--- config.mk ---
export PLATFORM = sky130hd
export DESIGN_NAME = xor_checked_ascii_frame_parser
export DESIGN_NICKNAME = d
export VERILOG_FILES = /design/src/xcafp_pkg.sv /design/src/xor_checked_ascii_frame_parser.sv
export SDC_FILE = /design/constraint.sdc
export NUM_CORES = 1
export LEC_CHECK = 0
export ABC_CLOCK_PERIOD_IN_PS = 4550
export BUFFER_PORTS_ARGS = -buffer_cell sky130_fd_sc_hd__buf_4
export CORE_MARGIN = 2
export CORE_UTILIZATION = 35
export CTS_CLUSTER_DIAMETER = 200
export DETAILED_ROUTE_END_ITERATION = 6
export HOLD_SLACK_MARGIN = 0.05
export MAX_ROUTING_LAYER = met4
export PLACE_DENSITY = 0.62
export SLEW_MARGIN = 20
export SYNTH_ARGS = -nofsm -noshare
export SYNTH_HDL_FRONTEND = slang
export SYNTH_SLANG_ARGS = --single-unit
--- constraint.sdc ---
create_clock -name clk_i -period 4.55 [get_ports clk_i]
set_input_delay 0.91 -clock clk_i [delete_from_list [all_inputs] [get_ports clk_i]]
set_output_delay 0.91 -clock clk_i [all_outputs]
set_load 0.005 [all_outputs]
--- src/xcafp_pkg.sv ---
package xcafp_pkg;

  localparam int unsigned NumFields = 6;
  localparam int unsigned FieldW    = 16;
  localparam int unsigned FieldIdxW = 3;
  localparam logic [FieldIdxW-1:0] LastField = 3'd5;

  localparam logic [7:0] ChHeader = 8'h24;  // '$'
  localparam logic [7:0] ChStar   = 8'h2A;  // '*'
  localparam logic [7:0] ChComma  = 8'h2C;  // ','
  localparam logic [7:0] ChPlus   = 8'h2B;  // '+'
  localparam logic [7:0] ChMinus  = 8'h2D;  // '-'
  localparam logic [7:0] ChSpace  = 8'h20;  // ' '
  localparam logic [7:0] ChLetO   = 8'h4F;  // 'O'
  localparam logic [7:0] ChLetF   = 8'h46;  // 'F'
  localparam logic [7:0] ChLetL   = 8'h4C;  // 'L'
  localparam logic [7:0] BadSum   = 8'hFF;

  typedef enum logic [2:0] {
    PH_WAIT    = 3'b001,
    PH_PAYLOAD = 3'b010,
    PH_CHECK   = 3'b100
  } frame_phase_e;

  typedef enum logic [2:0] {
    NUM_SKIP   = 3'b001,
    NUM_DIGITS = 3'b010,
    NUM_DONE   = 3'b100
  } num_phase_e;

  typedef enum logic [1:0] {
    SUF_NONE = 2'd0,
    SUF_F    = 2'd1,
    SUF_L    = 2'd2
  } suffix_e;

  typedef struct packed {
    logic       ok;
    logic [3:0] val;
  } hex_t;

  // Decodes one ASCII hex digit of either case.
  function automatic hex_t hex_decode(input logic [7:0] c);
    hex_t h;
    h.ok  = 1'b1;
    h.val = 4'd0;
    if (c >= 8'h30 && c <= 8'h39) begin
      h.val = c[3:0];
    end else if ((c >= 8'h41 && c <= 8'h46) || (c >= 8'h61 && c <= 8'h66)) begin
      h.val = c[3:0] + 4'd9;
    end else begin
      h.ok = 1'b0;
    end
    return h;
  endfunction

endpackage

--- src/xor_checked_ascii_frame_parser.sv ---
// Each accepted byte passes through the input register and then the result register.
// Throughput: one item per cycle unless a waiting result stalls the flow; the input
// and result registers let a new byte in while the previous result still waits.
// Reset (rst_ni low, asynchronous): the parser waits for a header, all shadow and held
// values and the target flag are zero, and neither register holds an item.
module xor_checked_ascii_frame_parser
  import xcafp_pkg::*;
#(
  parameter int unsigned PAYLOAD_MAX = 64
) (
  input  logic               clk_i,
  input  logic               rst_ni,
  input  logic               in_valid_i,
  output logic               in_ready_o,
  input  logic [7:0]         rx_byte_i,
  output logic               out_valid_o,
  input  logic               out_ready_i,
  output logic               frame_accepted_o,
  output logic signed [15:0] position_o,
  output logic signed [15:0] velocity_o,
  output logic [7:0]         confidence_o,
  output logic [7:0]         status_flags_o,
  output logic [15:0]        age_o,
  output logic [15:0]        sequence_res_o,
  output logic               target_hit_o
);

  // The payload counter must be able to hold PAYLOAD_MAX itself.
  localparam int unsigned CountW = $clog2(PAYLOAD_MAX + 1);
  localparam logic [CountW-1:0] CountMax = CountW'(PAYLOAD_MAX);

  // Input register: the byte waits here until the result register is free.
  logic       in_valid_q;
  logic [7:0] in_byte_q;
  logic       advance;

  // Result register: only the accept flag is stored; the held values are themselves
  // registers that move only when a result is loaded, so they always match the result
  // item on show.
  logic out_valid_q, out_valid_d;
  logic accepted_q, accepted_d;

  // Parser state.
  frame_phase_e            phase_q, phase_d;
  logic [CountW-1:0]       count_q, count_d;
  logic [7:0]              xor_q, xor_d;
  logic [7:0]              first_chk_q, first_chk_d;
  logic                    chk_cnt_q, chk_cnt_d;
  logic                    lead_ok_q, lead_ok_d;
  logic [FieldIdxW-1:0]    field_q, field_d;
  num_phase_e              num_phase_q, num_phase_d;
  logic                    neg_q, neg_d;
  logic [FieldW-1:0]       acc_q, acc_d;
  suffix_e                 suffix_q, suffix_d;
  logic [FieldW-1:0]       shadow_q [NumFields];
  logic [FieldW-1:0]       shadow_d [NumFields];
  logic [FieldW-1:0]       held_q   [NumFields];
  logic [FieldW-1:0]       held_d   [NumFields];
  logic                    target_q, target_d;

  // Decode helpers for the byte being processed.
  logic [7:0]        b;
  logic              is_digit;
  logic              is_space;
  logic [FieldW-1:0] digit_val;
  logic [FieldW-1:0] acc_times10;
  logic [FieldW-1:0] shadow_val;
  hex_t              hi_nib, lo_nib;
  logic [7:0]        recv_sum;
  logic              sum_ok;

  // A byte moves from the input register into the parser whenever the result register
  // is empty or its item is being taken in this cycle.
  assign advance    = in_valid_q && (!out_valid_q || out_ready_i);
  assign in_ready_o = !in_valid_q || advance;

  always_ff @(posedge clk_i or negedge rst_ni) begin
    if (!rst_ni) begin
      in_valid_q <= 1'b0;
    end else if (in_ready_o) begin
      in_valid_q <= in_valid_i;
    end
  end

  always_ff @(posedge clk_i) begin
    if (in_ready_o && in_valid_i) begin
      in_byte_q <= rx_byte_i;
    end
  end

  assign b           = in_byte_q;
  assign is_digit    = (b >= 8'h30) && (b <= 8'h39);
  assign is_space    = (b == ChSpace) || ((b >= 8'd9) && (b <= 8'd13));
  assign digit_val   = FieldW'(b[3:0]);
  // Multiply by ten as a sum of two shifts; the result wraps to the field width.
  assign acc_times10 = {acc_q[FieldW-4:0], 3'b000} + {acc_q[FieldW-2:0], 1'b0};
  assign hi_nib      = hex_decode(first_chk_q);
  assign lo_nib      = hex_decode(b);
  assign recv_sum    = {hi_nib.val, lo_nib.val};
  // A received checksum of all ones is refused even when it matches.
  assign sum_ok      = hi_nib.ok && lo_nib.ok && (recv_sum != BadSum) && (recv_sum == xor_q);

  always_comb begin
    phase_d     = phase_q;
    count_d     = count_q;
    xor_d       = xor_q;
    first_chk_d = first_chk_q;
    chk_cnt_d   = chk_cnt_q;
    lead_ok_d   = lead_ok_q;
    field_d     = field_q;
    num_phase_d = num_phase_q;
    neg_d       = neg_q;
    acc_d       = acc_q;
    suffix_d    = suffix_q;
    shadow_d    = shadow_q;
    held_d      = held_q;
    target_d    = target_q;
    accepted_d  = 1'b0;
    shadow_val  = '0;

    unique case (phase_q)
      PH_WAIT: begin
        // A header opens a new frame and clears everything that the frame builds up.
        if (b == ChHeader) begin
          phase_d     = PH_PAYLOAD;
          count_d     = '0;
          xor_d       = '0;
          chk_cnt_d   = 1'b0;
          lead_ok_d   = 1'b0;
          field_d     = '0;
          suffix_d    = SUF_NONE;
          num_phase_d = NUM_SKIP;
          neg_d       = 1'b0;
          acc_d       = '0;
          for (int i = 0; i < NumFields; i++) begin
            shadow_d[i] = '0;
          end
        end
      end

      PH_PAYLOAD: begin
        if (b == ChStar) begin
          phase_d   = PH_CHECK;
          chk_cnt_d = 1'b0;
        end else if (count_q < CountMax) begin
          xor_d   = xor_q ^ b;
          count_d = count_q + 1'b1;
          if (count_q == '0) begin
            lead_ok_d = (b == ChLetO);
          end else if (b == ChComma && field_q < LastField) begin
            // A separator moves to the next field and starts a fresh number there.
            field_d     = field_q + 1'b1;
            num_phase_d = NUM_SKIP;
            neg_d       = 1'b0;
            acc_d       = '0;
            for (int i = 0; i < NumFields; i++) begin
              if (FieldIdxW'(i) == field_q + 1'b1) begin
                shadow_d[i] = '0;
              end
            end
          end else begin
            // The first F or L in the last field decides the suffix.
            if (field_q == LastField && suffix_q == SUF_NONE) begin
              if (b == ChLetF) begin
                suffix_d = SUF_F;
              end else if (b == ChLetL) begin
                suffix_d = SUF_L;
              end
            end
            unique case (num_phase_q)
              NUM_SKIP: begin
                if (is_space) begin
                  num_phase_d = NUM_SKIP;
                end else if (b == ChPlus) begin
                  num_phase_d = NUM_DIGITS;
                end else if (b == ChMinus) begin
                  neg_d       = 1'b1;
                  num_phase_d = NUM_DIGITS;
                end else if (is_digit) begin
                  acc_d       = digit_val;
                  num_phase_d = NUM_DIGITS;
                end else begin
                  num_phase_d = NUM_DONE;
                end
              end
              NUM_DIGITS: begin
                if (is_digit) begin
                  acc_d = acc_times10 + digit_val;
                end else begin
                  num_phase_d = NUM_DONE;
                end
              end
              NUM_DONE: begin
                num_phase_d = NUM_DONE;
              end
              default: begin
                num_phase_d = NUM_DONE;
              end
            endcase
            shadow_val = neg_d ? (FieldW'(0) - acc_d) : acc_d;
            for (int i = 0; i < NumFields; i++) begin
              if (FieldIdxW'(i) == field_q) begin
                shadow_d[i] = shadow_val;
              end
            end
          end
        end else begin
          // Too long: the byte is dropped and the hunt for a header starts over.
          phase_d = PH_WAIT;
        end
      end

      PH_CHECK: begin
        if (!chk_cnt_q) begin
          first_chk_d = b;
          chk_cnt_d   = 1'b1;
        end else begin
          if (sum_ok) begin
            accepted_d = 1'b1;
            // When the payload began with O, fields up to the last one reached are committed;
            // the target flag only when the frame got as far as the last field.
            if (lead_ok_q) begin
              for (int i = 0; i < NumFields; i++) begin
                if (FieldIdxW'(i) <= field_q) begin
                  held_d[i] = shadow_q[i];
                end
              end
              if (field_q == LastField) begin
                target_d = (suffix_q == SUF_F) && shadow_q[3][0];
              end
            end
          end
          phase_d   = PH_WAIT;
          count_d   = '0;
          chk_cnt_d = 1'b0;
        end
      end

      default: begin
        phase_d = PH_WAIT;
      end
    endcase
  end

  assign out_valid_d = advance || (out_valid_q && !out_ready_i);

  always_ff @(posedge clk_i or negedge rst_ni) begin
    if (!rst_ni) begin
      out_valid_q <= 1'b0;
      accepted_q  <= 1'b0;
      phase_q     <= PH_WAIT;
      count_q     <= '0;
      xor_q       <= '0;
      first_chk_q <= '0;
      chk_cnt_q   <= 1'b0;
      lead_ok_q   <= 1'b0;
      field_q     <= '0;
      num_phase_q <= NUM_SKIP;
      neg_q       <= 1'b0;
      acc_q       <= '0;
      suffix_q    <= SUF_NONE;
      target_q    <= 1'b0;
      for (int i = 0; i < NumFields; i++) begin
        shadow_q[i] <= '0;
        held_q[i]   <= '0;
      end
    end else begin
      out_valid_q <= out_valid_d;
      if (advance) begin
        accepted_q  <= accepted_d;
        phase_q     <= phase_d;
        count_q     <= count_d;
        xor_q       <= xor_d;
        first_chk_q <= first_chk_d;
        chk_cnt_q   <= chk_cnt_d;
        lead_ok_q   <= lead_ok_d;
        field_q     <= field_d;
        num_phase_q <= num_phase_d;
        neg_q       <= neg_d;
        acc_q       <= acc_d;
        suffix_q    <= suffix_d;
        target_q    <= target_d;
        shadow_q    <= shadow_d;
        held_q      <= held_d;
      end
    end
  end

  assign out_valid_o      = out_valid_q;
  assign frame_accepted_o = accepted_q;
  assign position_o       = $signed(held_q[0]);
  assign velocity_o       = $signed(held_q[1]);
  assign confidence_o     = held_q[2][7:0];
  assign status_flags_o   = held_q[3][7:0];
  assign age_o            = held_q[4];
  assign sequence_res_o   = held_q[5];
  assign target_hit_o     = target_q;

`ifndef NO_ASSERTIONS
  // The held values and the target flag move only when a byte is processed.
  a_held_only_on_advance: assert property (@(posedge clk_i) disable iff (!rst_ni)
    !advance |=> ($stable(held_q[0]) && $stable(held_q[3]) && $stable(held_q[5])
                  && $stable(target_q)))
    else $error("held values changed without a processed byte");

  // An accepted frame always sends the parser back to hunting for a header.
  a_accept_ends_frame: assert property (@(posedge clk_i) disable iff (!rst_ni)
    (advance && accepted_d) |=> (phase_q == PH_WAIT))
    else $error("parser did not return to header hunt after an accepted frame");

  // The payload count never passes the limit and the field index stays in range.
  a_count_bounds: assert property (@(posedge clk_i) disable iff (!rst_ni)
    (count_q <= CountMax) && (field_q <= LastField))
    else $error("payload count or field index out of range");

  // A result can only be loaded when the input register holds a byte.
  a_result_from_input: assert property (@(posedge clk_i) disable iff (!rst_ni)
    (!out_valid_q || out_ready_i) && !in_valid_q |=> !out_valid_q)
    else $error("result appeared without an input byte");
`endif

endmodule
==> results of run 1 <==
[per-stage QoR]
stage          cell area (um2)  hold WS, ns  total power [mW]
2_1_floorplan            11040       0.4429             2.435
3_3_place_gp             12280       0.4565             2.573
3_5_place_dp             12280       0.4644             2.577
4_1_cts                  13140       0.4785             4.677
5_1_grt                  13140       0.5013             4.815
6_report                 13140       0.4172             4.625
[power groups by stage]
stage / logic [mW] / registers [mW] / clock network [mW]
floorplan: 0.259 / 2.18 / 0
global placement: 0.367 / 2.21 / 0
detailed placement: 0.371 / 2.21 / 0
CTS: 0.373 / 2.17 / 2.13
global route: 0.419 / 2.18 / 2.22
finish: 0.368 / 2.17 / 2.08
[registers in the layout, indices dropped and copies added (netlist names), 3 cells and up]
signal,count
b,8
count_q,7
age_o,16
num_phase_q,3
shadow_q,80
position_o,16
acc_q,16
sequence_res_o,16
field_q,3
phase_q,3
xor_q,8
first_chk_q,8
velocity_o,16
status_flags_o,8
confidence_o,8
[critical path, cell delays in order, from the launching register on]
cell and delay (ns):
edfxtp_1 0.47, inv_1 0.26, ha_1 0.26, o21bai_1 0.19
a21oi_1 0.43, a21oi_1 0.12, or4_1 0.55, nor4_2 0.18
or3b_1 0.60, a311oi_4 0.32, buf_4 0.33, mux2_2 0.38
[placed cells by master, fill, tap and decap left out, drive strengths merged, types with 9 or more instances in the layout]
cell / n
ha: 43
o21ai: 114
xnor2: 21
nand2: 162
mux2: 88
o31ai: 30
xor2: 17
inv: 25
nand2b: 12
a21oi: 28
buf: 119
nor3: 14
nor2: 42
clkbuf: 39
or3: 9
dfrtp: 215
nand3: 18
and2: 10
[worst min-delay path by stage]
stage,end,depth (start not counted)
3_5_place_dp,shadow_q[92],2
6_report,velocity_o[10],1
2_1_floorplan,shadow_q[12],2
5_1_grt,shadow_q[19],2
4_1_cts,shadow_q[73],2
3_3_place_gp,shadow_q[18],2
[final cells by class]
| cell class | count | area [um2] |
|---|---|---|
| tap | 402 | 503.0 |
| clock inverter | 7 | 110.1 |
| inverter | 23 | 86.33 |
| sequential | 225 | 5673 |
| fill | 3011 | 18170 |
| timing repair buffer | 119 | 913.4 |
| clock buffer | 39 | 749.5 |
| multi-input combinational | 739 | 5105 |
[layer usage]
| metal | vias up | GRT usage |
|---|---|---|
| met5 | - | - |
| met4 | 0 | 0.04423 |
| met3 | 49 | 0.02226 |
| met2 | 192 | 0.2584 |
| met1 | 3913 | 0.2307 |
| li1 | 3905 | - |
[logic make-up after synthesis]
kind of cell,count (synthesis),synth area share
simple gates,316,0.1362
fa+ha+maj,45,0.05234
mux,93,0.09765
xor+xnor,38,0.03013
compound gates,247,0.1450
buf+inv,67,0.02504
flops,225,0.5137
==> flow_summary.toml, run 1 <==
[clock_network]
cts.sinks = 225
ctsHtreeMaxLevel = 1
cts_tree = "done"
clk_latency_ns = 0.53
cts.repair.resized = 0
hold_buffers = 0
cts.path.max_buffers = 3
cts_setup_buffers = 0
cts_root_buf = "clkbuf_16"
clk_pin_slew_ns = 0.06
cts_buffers = 25

[power_and_ir_drop]
internal_power_mw = 3.496
clock_power_share = 0.450
pwr-share-comb = 0.080
power.density_mw_per_mm2 = 351.9
peakVddDrop_mv = 0.2580
seq_power_share = 0.470
p_leak_nw = 6.135
p_sw_frac = 0.2441
p_switching_mw = 1.129

[route]
drt-total-wl_um = 26760
wl_met3_um = 1232
vias_per_cell = 5.186
drc = 0
antenna_left = 0
dr.pass1.iters = 5
wl_met1_um = 12730
routedWlPerCell_um = 17.22
wl_met2_um = 12130
vias = 8059
dr.first_iter.drc_count = 515
top_layer_used = "met4"

[worst_setup_path]
r2r_end = "age_o[0]"
setup.worst_path.start_class = "flop"
worstReg2RegStart = "b[0]"
r2r_setup_slack_ns = 0.34
cp.required_ns = 4.97
crit_fanout = 16
worst-setup-path-type = "reg2reg"
r2r_cells = 11
crit_end = "age_o[0]"
cp-startpoint = "b[0]"
arrival_ns = 4.63
cp-end-kind = "flop"

[job]
cap_violations = 0

[die]
initial_core_util = 0.3527
die_w_um = 181.6
design.core.area_mm2 = 0.03131
rows = 65
dieHeight_um = 181.6
ioPinCount = 96
die-area_mm2 = 0.03299

[sta]
slew_headroom = 0.3827
final_hold_viol_count = 0
drv_slew = 0
rsz0062_at_grt = "no"
setup_viol = 0
setup-tns-final_ns = 0
tightest_slew_ns = 0.9259
layout_setup_ws_ns = 0.3352
fin_skew_ns = 0.01429
fin_crit_ns = 4.215
min_period_over_period = 0.9263
max_freq_mhz = 237.3

[synth]
async_flop_share = 0.9644
yosysWarnings = 0
yosys_most_used_dff = "dfrtp_1"
synth_seq_cells = 225
synthTopCellsByCount = "dfrtp_1 (215), nand2_1 (162), o21ai_0 (108), mux2_2 (78), ha_1 (43)"
netlist_instances = 1031
syn_area_per_cell_um2 = 10.71
synth_top_area_share = 0.4871
synth.distinct_cells = 81
yosys-top-cells-area = "dfrtp_1 (49%), mux2_2 (8.0%), nand2_1 (5.5%)"
syn_nets = 1088
synth.most_common_cell = "dfrtp_1"
yosysSeqAreaShare = 0.5137
netlist_area_mm2 = 0.01104
synth_area_leader_cell = "dfrtp_1"
synth_edf_count = 8

[status]
outcome = "completed"

[finish]
finalCoreUtilization = 0.4197
fin_nets = 1190
final_cells = 1554
n_antenna_cell = 0
area_growth_syn_to_layout_pct = 18.98
drive_gt1_frac = 0.2335

[placement]
dpl.hpwl_um = 18690
place_inst = 1508
gp_congestion = 0.8767
io_buffer_count = 95
pre_cts_slack_ns = 0.3997

[global_route]
gr-total-overflow = 0
grt_max_degree = 115
antenna_found_initial = 0
grt_usage = 0.1666
grt_first_pass_wirelength_um = 43500
grt_pass1_vias = 8117

[worst_hold_path]
worstHoldPathType = "in2async"
Note: power is estimated with default switching activity, not from simulation.
==> run 2, diff against run 1 <==
- CELL_PAD_IN_SITES_DETAIL_PLACEMENT: not set -> 0
- CELL_PAD_IN_SITES_GLOBAL_PLACEMENT: not set -> 1
- CTS_BUF_LIST: not set -> sky130_fd_sc_hd__clkbuf_2 sky130_fd_sc_hd__clkbuf_4 sky130_fd_sc_hd__clkbuf_8
- PLACE_DENSITY: 0.62 -> 0.72
==> run 2 against run 1 <==
Against the previous run:
- maximum frequency is 2.9% higher
- core utilization is 0.18 points lower
- critical endpoint is now shadow_q[78]
- sequential share of layout area is 0.19 points higher
- first-iteration DRC count is 16% lower
- clock skew is 0.016 ns higher
- non-clock buffer count is 4 higher
- via count is 0.19% lower
- setup slack better by 0.12 ns
- largest power group unchanged
- global-route usage hardly changed
- flip-flop and latch count stayed put
- hold slack worse by 0.014 ns
==> flow_summary.toml, run 2 (synthesis gave the netlist of run 1 again) <==
[route]
drc = 0
drt-total-wl_um = 26470
vias = 8044
dr.first_iter.drc_count = 434
routedWlPerCell_um = 16.77
antenna_left = 0
vias_per_cell = 5.094
dr.pass1.iters = 5

[die]
dieHeight_um = 181.6
die_w_um = 181.6
initial_core_util = 0.3527
rows = 65
die-area_mm2 = 0.03299
design.core.area_mm2 = 0.03131
ioPinCount = 96

[worst_setup_path]
cpMostUsedCell = "o31ai_1"
crit_fanout = 10
setup.worst_path.start_class = "flop"
arrival_ns = 4.48
crit_buf_inv = 0
cp_top_family = "compound AO/OA/AOI/OAI gates"
cp-end-kind = "flop"
worst-setup-path-type = "reg2reg"
cp.required_ns = 4.94
cp_slowest_cell = "edfxtp_1"
crit_chain = "fa_1, ha_1, a211oi_1, o31ai_1, o221ai_1, a21boi_0, or3_1, a32o_1, o41ai_1, xor2_1, o31ai_1"
crit_path_max_incr_delay_ns = 0.58

[job]
cap_violations = 0

[clock_network]
cts_tree = "done"
cts.path.max_buffers = 3
cts.sinks = 225
cts_root_buf = "clkbuf_8"
clk_pin_slew_ns = 0.06
cts_buffers = 39
clk_latency_ns = 0.54
ctsHtreeMaxLevel = 2

[finish]
n_antenna_cell = 0
area_growth_syn_to_layout_pct = 18.47
final_common_cell = "dfrtp_1"
final_cell_mix = "dfrtp_1 (215), nand2_1 (162), buf_4 (121), o21ai_0 (108), mux2_2 (78)"
drive_gt1_frac = 0.2566
largest_register = "shadow_q"
largest_reg_flops = 80
fillers = 3051
final_cells = 1579
fin_nets = 1208

[global_route]
met1_usage = 0.2348
grt_usage = 0.1670
busiest_layer = "met2"
gr-total-overflow = 0
grt_max_degree = 99
antenna_found_initial = 0
grt_use_met2 = 0.2515
grt_first_pass_wirelength_um = 43490
use_met3 = 0.02808
grt_pass1_vias = 7959

[status]
outcome = "completed"

[power_and_ir_drop]
peakVddDrop_mv = 0.1981
power.total_mw = 4.365
p_leak_nw = 6.149
power.density_mw_per_mm2 = 333.6

[sta]
setup-tns-final_ns = 0
final_hold_viol_count = 0
layout_setup_ws_ns = 0.4559
rsz0062_at_grt = "no"
slew_headroom = 0.3839
min_period_over_period = 0.8998
tightest_slew_ns = 0.9180
drv_slew = 0
setup_viol = 0
fin_skew_ns = 0.03051
fin_crit_ns = 4.094
max_freq_mhz = 244.3

[worst_hold_path]
worstHoldPathType = "in2async"

[placement]
gp_congestion = 0.8695
dpl.hpwl_um = 18730
pre_cts_slack_ns = 0.3729
io_buffer_count = 95
place_inst = 1512
[run 2: path summary, 6_finish.rpt]
path	depth (start not counted)	slack, ns	startpoint	end
worst max-delay path	11	0.46	b[3]	shadow_q[78]
worst min-delay path	1	0.40	rst_ni	shadow_q[25]
worst max register to register	11	0.46	b[3]	shadow_q[78]
worst min register to register	2	0.47	shadow_q[2]	shadow_q[2]
max in group asynchronous	2	3.18	rst_ni	phase_q[0]
min in group clk_i	2	0.47	shadow_q[2]	shadow_q[2]
[run 2: metal layers]
| layer | routed length (um) | up-vias |
|---|---|---|
| li1 | - | 3937 |
| met1 | 13160 | 3887 |
| met2 | 11800 | 179 |
| met3 | 1098 | 41 |
| met4 | 424 | 0 |
| met5 | 0 | - |
[run 2: power by group]
part | switching, mW | internal [mW]
sequential | 0.0845 | 2.09
combinational | 0.221 | 0.152
clock | 0.795 | 1.02
[run 2: timing repair]
| action | 4_1_cts | 5_1_grt |
|---|---|---|
| hold buffers | 0 | 0 |
| gates resized for setup | 0 | 1 |
| endpoints found under the setup margin | 0 | 6 |
| buffers inserted | 0 | 0 |
| endpoints found under the hold margin | 0 | 0 |
[run 2: stage by stage]
step	hold slack (ns)	area, um2	utilization
after global placement	0.4557	12310	0.3931
after floorplan	0.4429	11040	-
final	0.4034	13080	0.4179
after CTS	0.4168	13080	0.4177
after global routing	0.4524	13080	0.4179
after detailed placement	0.4645	12310	0.3931
[run 2: cell type report]
class	instances	area, um2	area share
Tap cell	402	503.0	0.03844
Timing Repair Buffer	123	943.4	0.07210
Multi-Input combinational cell	739	5106	0.3903
Clock buffer	61	733.2	0.05604
Sequential cell	225	5673	0.4336
Inverter	23	86.33	0.006598
Clock inverter	6	38.79	0.002965
[run 2: worst register-to-register path, cell delays in order (launching register included)]
cell,delay [ns]
edfxtp_1,0.58
fa_1,0.57
ha_1,0.30
a211oi_1,0.29
o31ai_1,0.20
o221ai_1,0.30
a21boi_0,0.15
or3_1,0.32
a32o_1,0.33
o41ai_1,0.44
xor2_1,0.35
o31ai_1,0.10
==> run 3, diff against run 2 <==
- ABC_AREA: not set -> 1
- CORE_MARGIN: 2 -> not set
- PLACE_DENSITY: 0.72 -> 0.75
==> run 3 against run 2 <==
Against the previous run:
- register-to-register slack gained 0.27 ns
- count of clock-buffer cells in the layout up 3
- maximum frequency increased by 7.1%
- flip-flop and latch count unchanged
- wire length grew 25%
- non-clock buffer count fell by 11
- critical path depth is 4 higher
- setup slack better by 0.27 ns
==> flow_summary.toml, run 3 <==
[finish]
finalCoreUtilization = 0.4154
n_antenna_cell = 0
drive_gt1_frac = 0.1371
area_growth_syn_to_layout_pct = 16.99
fin_area_mm2 = 0.01393
final_common_cell = "nand2_1"
fin_nets = 1661
largest_reg_flops = 80
fillers = 3493
largest_register = "shadow_q"
final_cell_mix = "nand2_1 (496), dfrtp_1 (215), inv_1 (149), nand4_1 (114), buf_4 (109)"

[route]
dr.first_iter.drc_count = 719
drc = 0
dr.pass1.iters = 5
routedWlPerCell_um = 15.91
vias_per_cell = 5.035
drt-total-wl_um = 33130
vias = 10480
antenna_left = 0

[worst_setup_path]
setup.worst_path.start_class = "flop"
crit_fanout = 28
crit_chain = "inv_1, ha_1, inv_1, nor3_2, nand2_1, nand2_1, nand2_1, nor2_2, nand2_1, nor2_2, inv_2, nor2_2, inv_2, nand2_1, o21ai_0"
cp_slowest_cell = "nor2_2"
arrival_ns = 4.23
cp.required_ns = 4.95
cp-end-kind = "flop"
worst-setup-path-type = "reg2reg"
cpMostUsedCell = "nand2_1"
crit_path_max_incr_delay_ns = 0.65

[global_route]
gr-total-overflow = 0
grt_pass1_vias = 10110
antenna_found_initial = 0
grt_max_degree = 93
grt_first_pass_wirelength_um = 54520
grt_usage = 0.1985

[sta]
max_freq_mhz = 261.6
fin_skew_ns = 0.02489
slew_headroom = 0.2190
drv_slew = 0
tightest_slew_ns = 1.167
min_period_over_period = 0.8400
rsz0062_at_grt = "no"
holdWs_ns = 0.4161
setup-tns-final_ns = 0
setup_viol = 0
fin_crit_ns = 3.822
final_hold_viol_count = 0

[synth]
netlist_instances = 1498
synth.distinct_cells = 48
synthTopCellsByCount = "nand2_1 (496), dfrtp_1 (215), inv_1 (149), nand4_1 (114), o21ai_0 (107)"
synth_edf_count = 8
yosysSeqAreaShare = 0.4765
synth_seq_cells = 225
netlist_area_mm2 = 0.01191
synth_area_leader_cell = "dfrtp_1"
yosys_most_used_dff = "dfrtp_1"
async_flop_share = 0.9644
synth_top_area_share = 0.4519
yosysWarnings = 0
syn_nets = 1555
synth.most_common_cell = "nand2_1"
syn_area_per_cell_um2 = 7.948
yosys-top-cells-area = "dfrtp_1 (45%), nand2_1 (16%), nand4_1 (6.0%)"

[placement]
io_buffer_count = 95
gp_congestion = 0.9100
dpl.hpwl_um = 23730
detailed_place.area_mm2 = 0.01308

[clock_network]
clk_latency_ns = 0.55
cts_root_buf = "clkbuf_8"
cts_tree = "done"
clk_pin_slew_ns = 0.06
cts_buffers = 40
cts_setup_buffers = 0
cts.path.max_buffers = 3
ctsHtreeMaxLevel = 2
cts.sinks = 225
hold_buffers = 0
cts.repair.resized = 0

[die]
dieHeight_um = 186.4
ioPinCount = 96
rows = 67
die-area_mm2 = 0.03476
design.core.area_mm2 = 0.03353
die_w_um = 186.4
initial_core_util = 0.3551

[power_and_ir_drop]
power.total_mw = 6.076
p_leak_nw = 7.321
peakVddDrop_mv = 0.2066
power.density_mw_per_mm2 = 436.2

[job]
cap_violations = 0

[worst_hold_path]
worstHoldPathType = "in2async"

[status]
outcome = "completed"
## run 3: area by class of cell
| class | instances | area [um2] | share of cell area |
|---|---|---|---|
| clock buffer | 64 | 793.3 | 0.05695 |
| clock inverter | 8 | 56.30 | 0.004042 |
| inverter | 154 | 578.1 | 0.04150 |
| multi-input combinational | 1071 | 5396 | 0.3874 |
| sequential | 225 | 5673 | 0.4073 |
| tap | 448 | 560.5 | 0.04024 |
| timing repair buffer | 112 | 872.1 | 0.06261 |
## run 3: cell families (layout without fill, tap and decap cells)
group           Yosys count  count (layout)  synth area share
compound gates          181             181           0.08207
simple gates            838             838            0.3164
xor+xnor                  7               7          0.005149
buf+inv                 202             338           0.07135
flops                   225             225            0.4765
fa+ha+maj                45              45           0.04855
## run 3: worst max-delay path: cells and delay by family (launching register included)
kind	cells	cell delay, ns
adder cells (fa/ha/maj)	1	0.19
AO/OA/AOI/OAI	1	0.08
flip-flops	1	0.54
buffers and inverters	4	0.87
AND/OR/NAND/NOR	9	2.00
## run 3: per-layer routing
metal  global-route usage  part of all wire
met1               0.2753              0.48
met2               0.3061              0.46
met3              0.02746             0.041
met4              0.04768             0.019
met5                    -                 0
## run 3: worst paths after layout
kind / to / start / slack (ns) / cells after the start
max reg2reg: shadow_q[85] / b[1] / 0.73 / 15
min in group clk_i: sequence_res_o[6] / sequence_res_o[6] / 0.47 / 2
max in group asynchronous: sequence_res_o[9] / rst_ni / 3.07 / 2
min reg2reg: sequence_res_o[6] / sequence_res_o[6] / 0.47 / 2
max: shadow_q[85] / b[1] / 0.73 / 15
min: sequence_res_o[4] / rst_ni / 0.42 / 1
## run 3: power breakdown
part / internal [mW] / switching, mW
Clock: 1.11 / 0.864
Sequential: 2.29 / 0.239
Combinational: 0.480 / 1.10
Total: 3.88 / 2.20
## run 3: through the flow
stage / instances / setup slack, ns
6_report: 2082 / 0.7280
5_1_grt: 2082 / 0.3705
4_1_cts: 2082 / 0.7822
3_5_place_dp: 2010 / 0.7585
3_3_place_gp: 2010 / 0.8834
2_1_floorplan: 1498 / 1.691
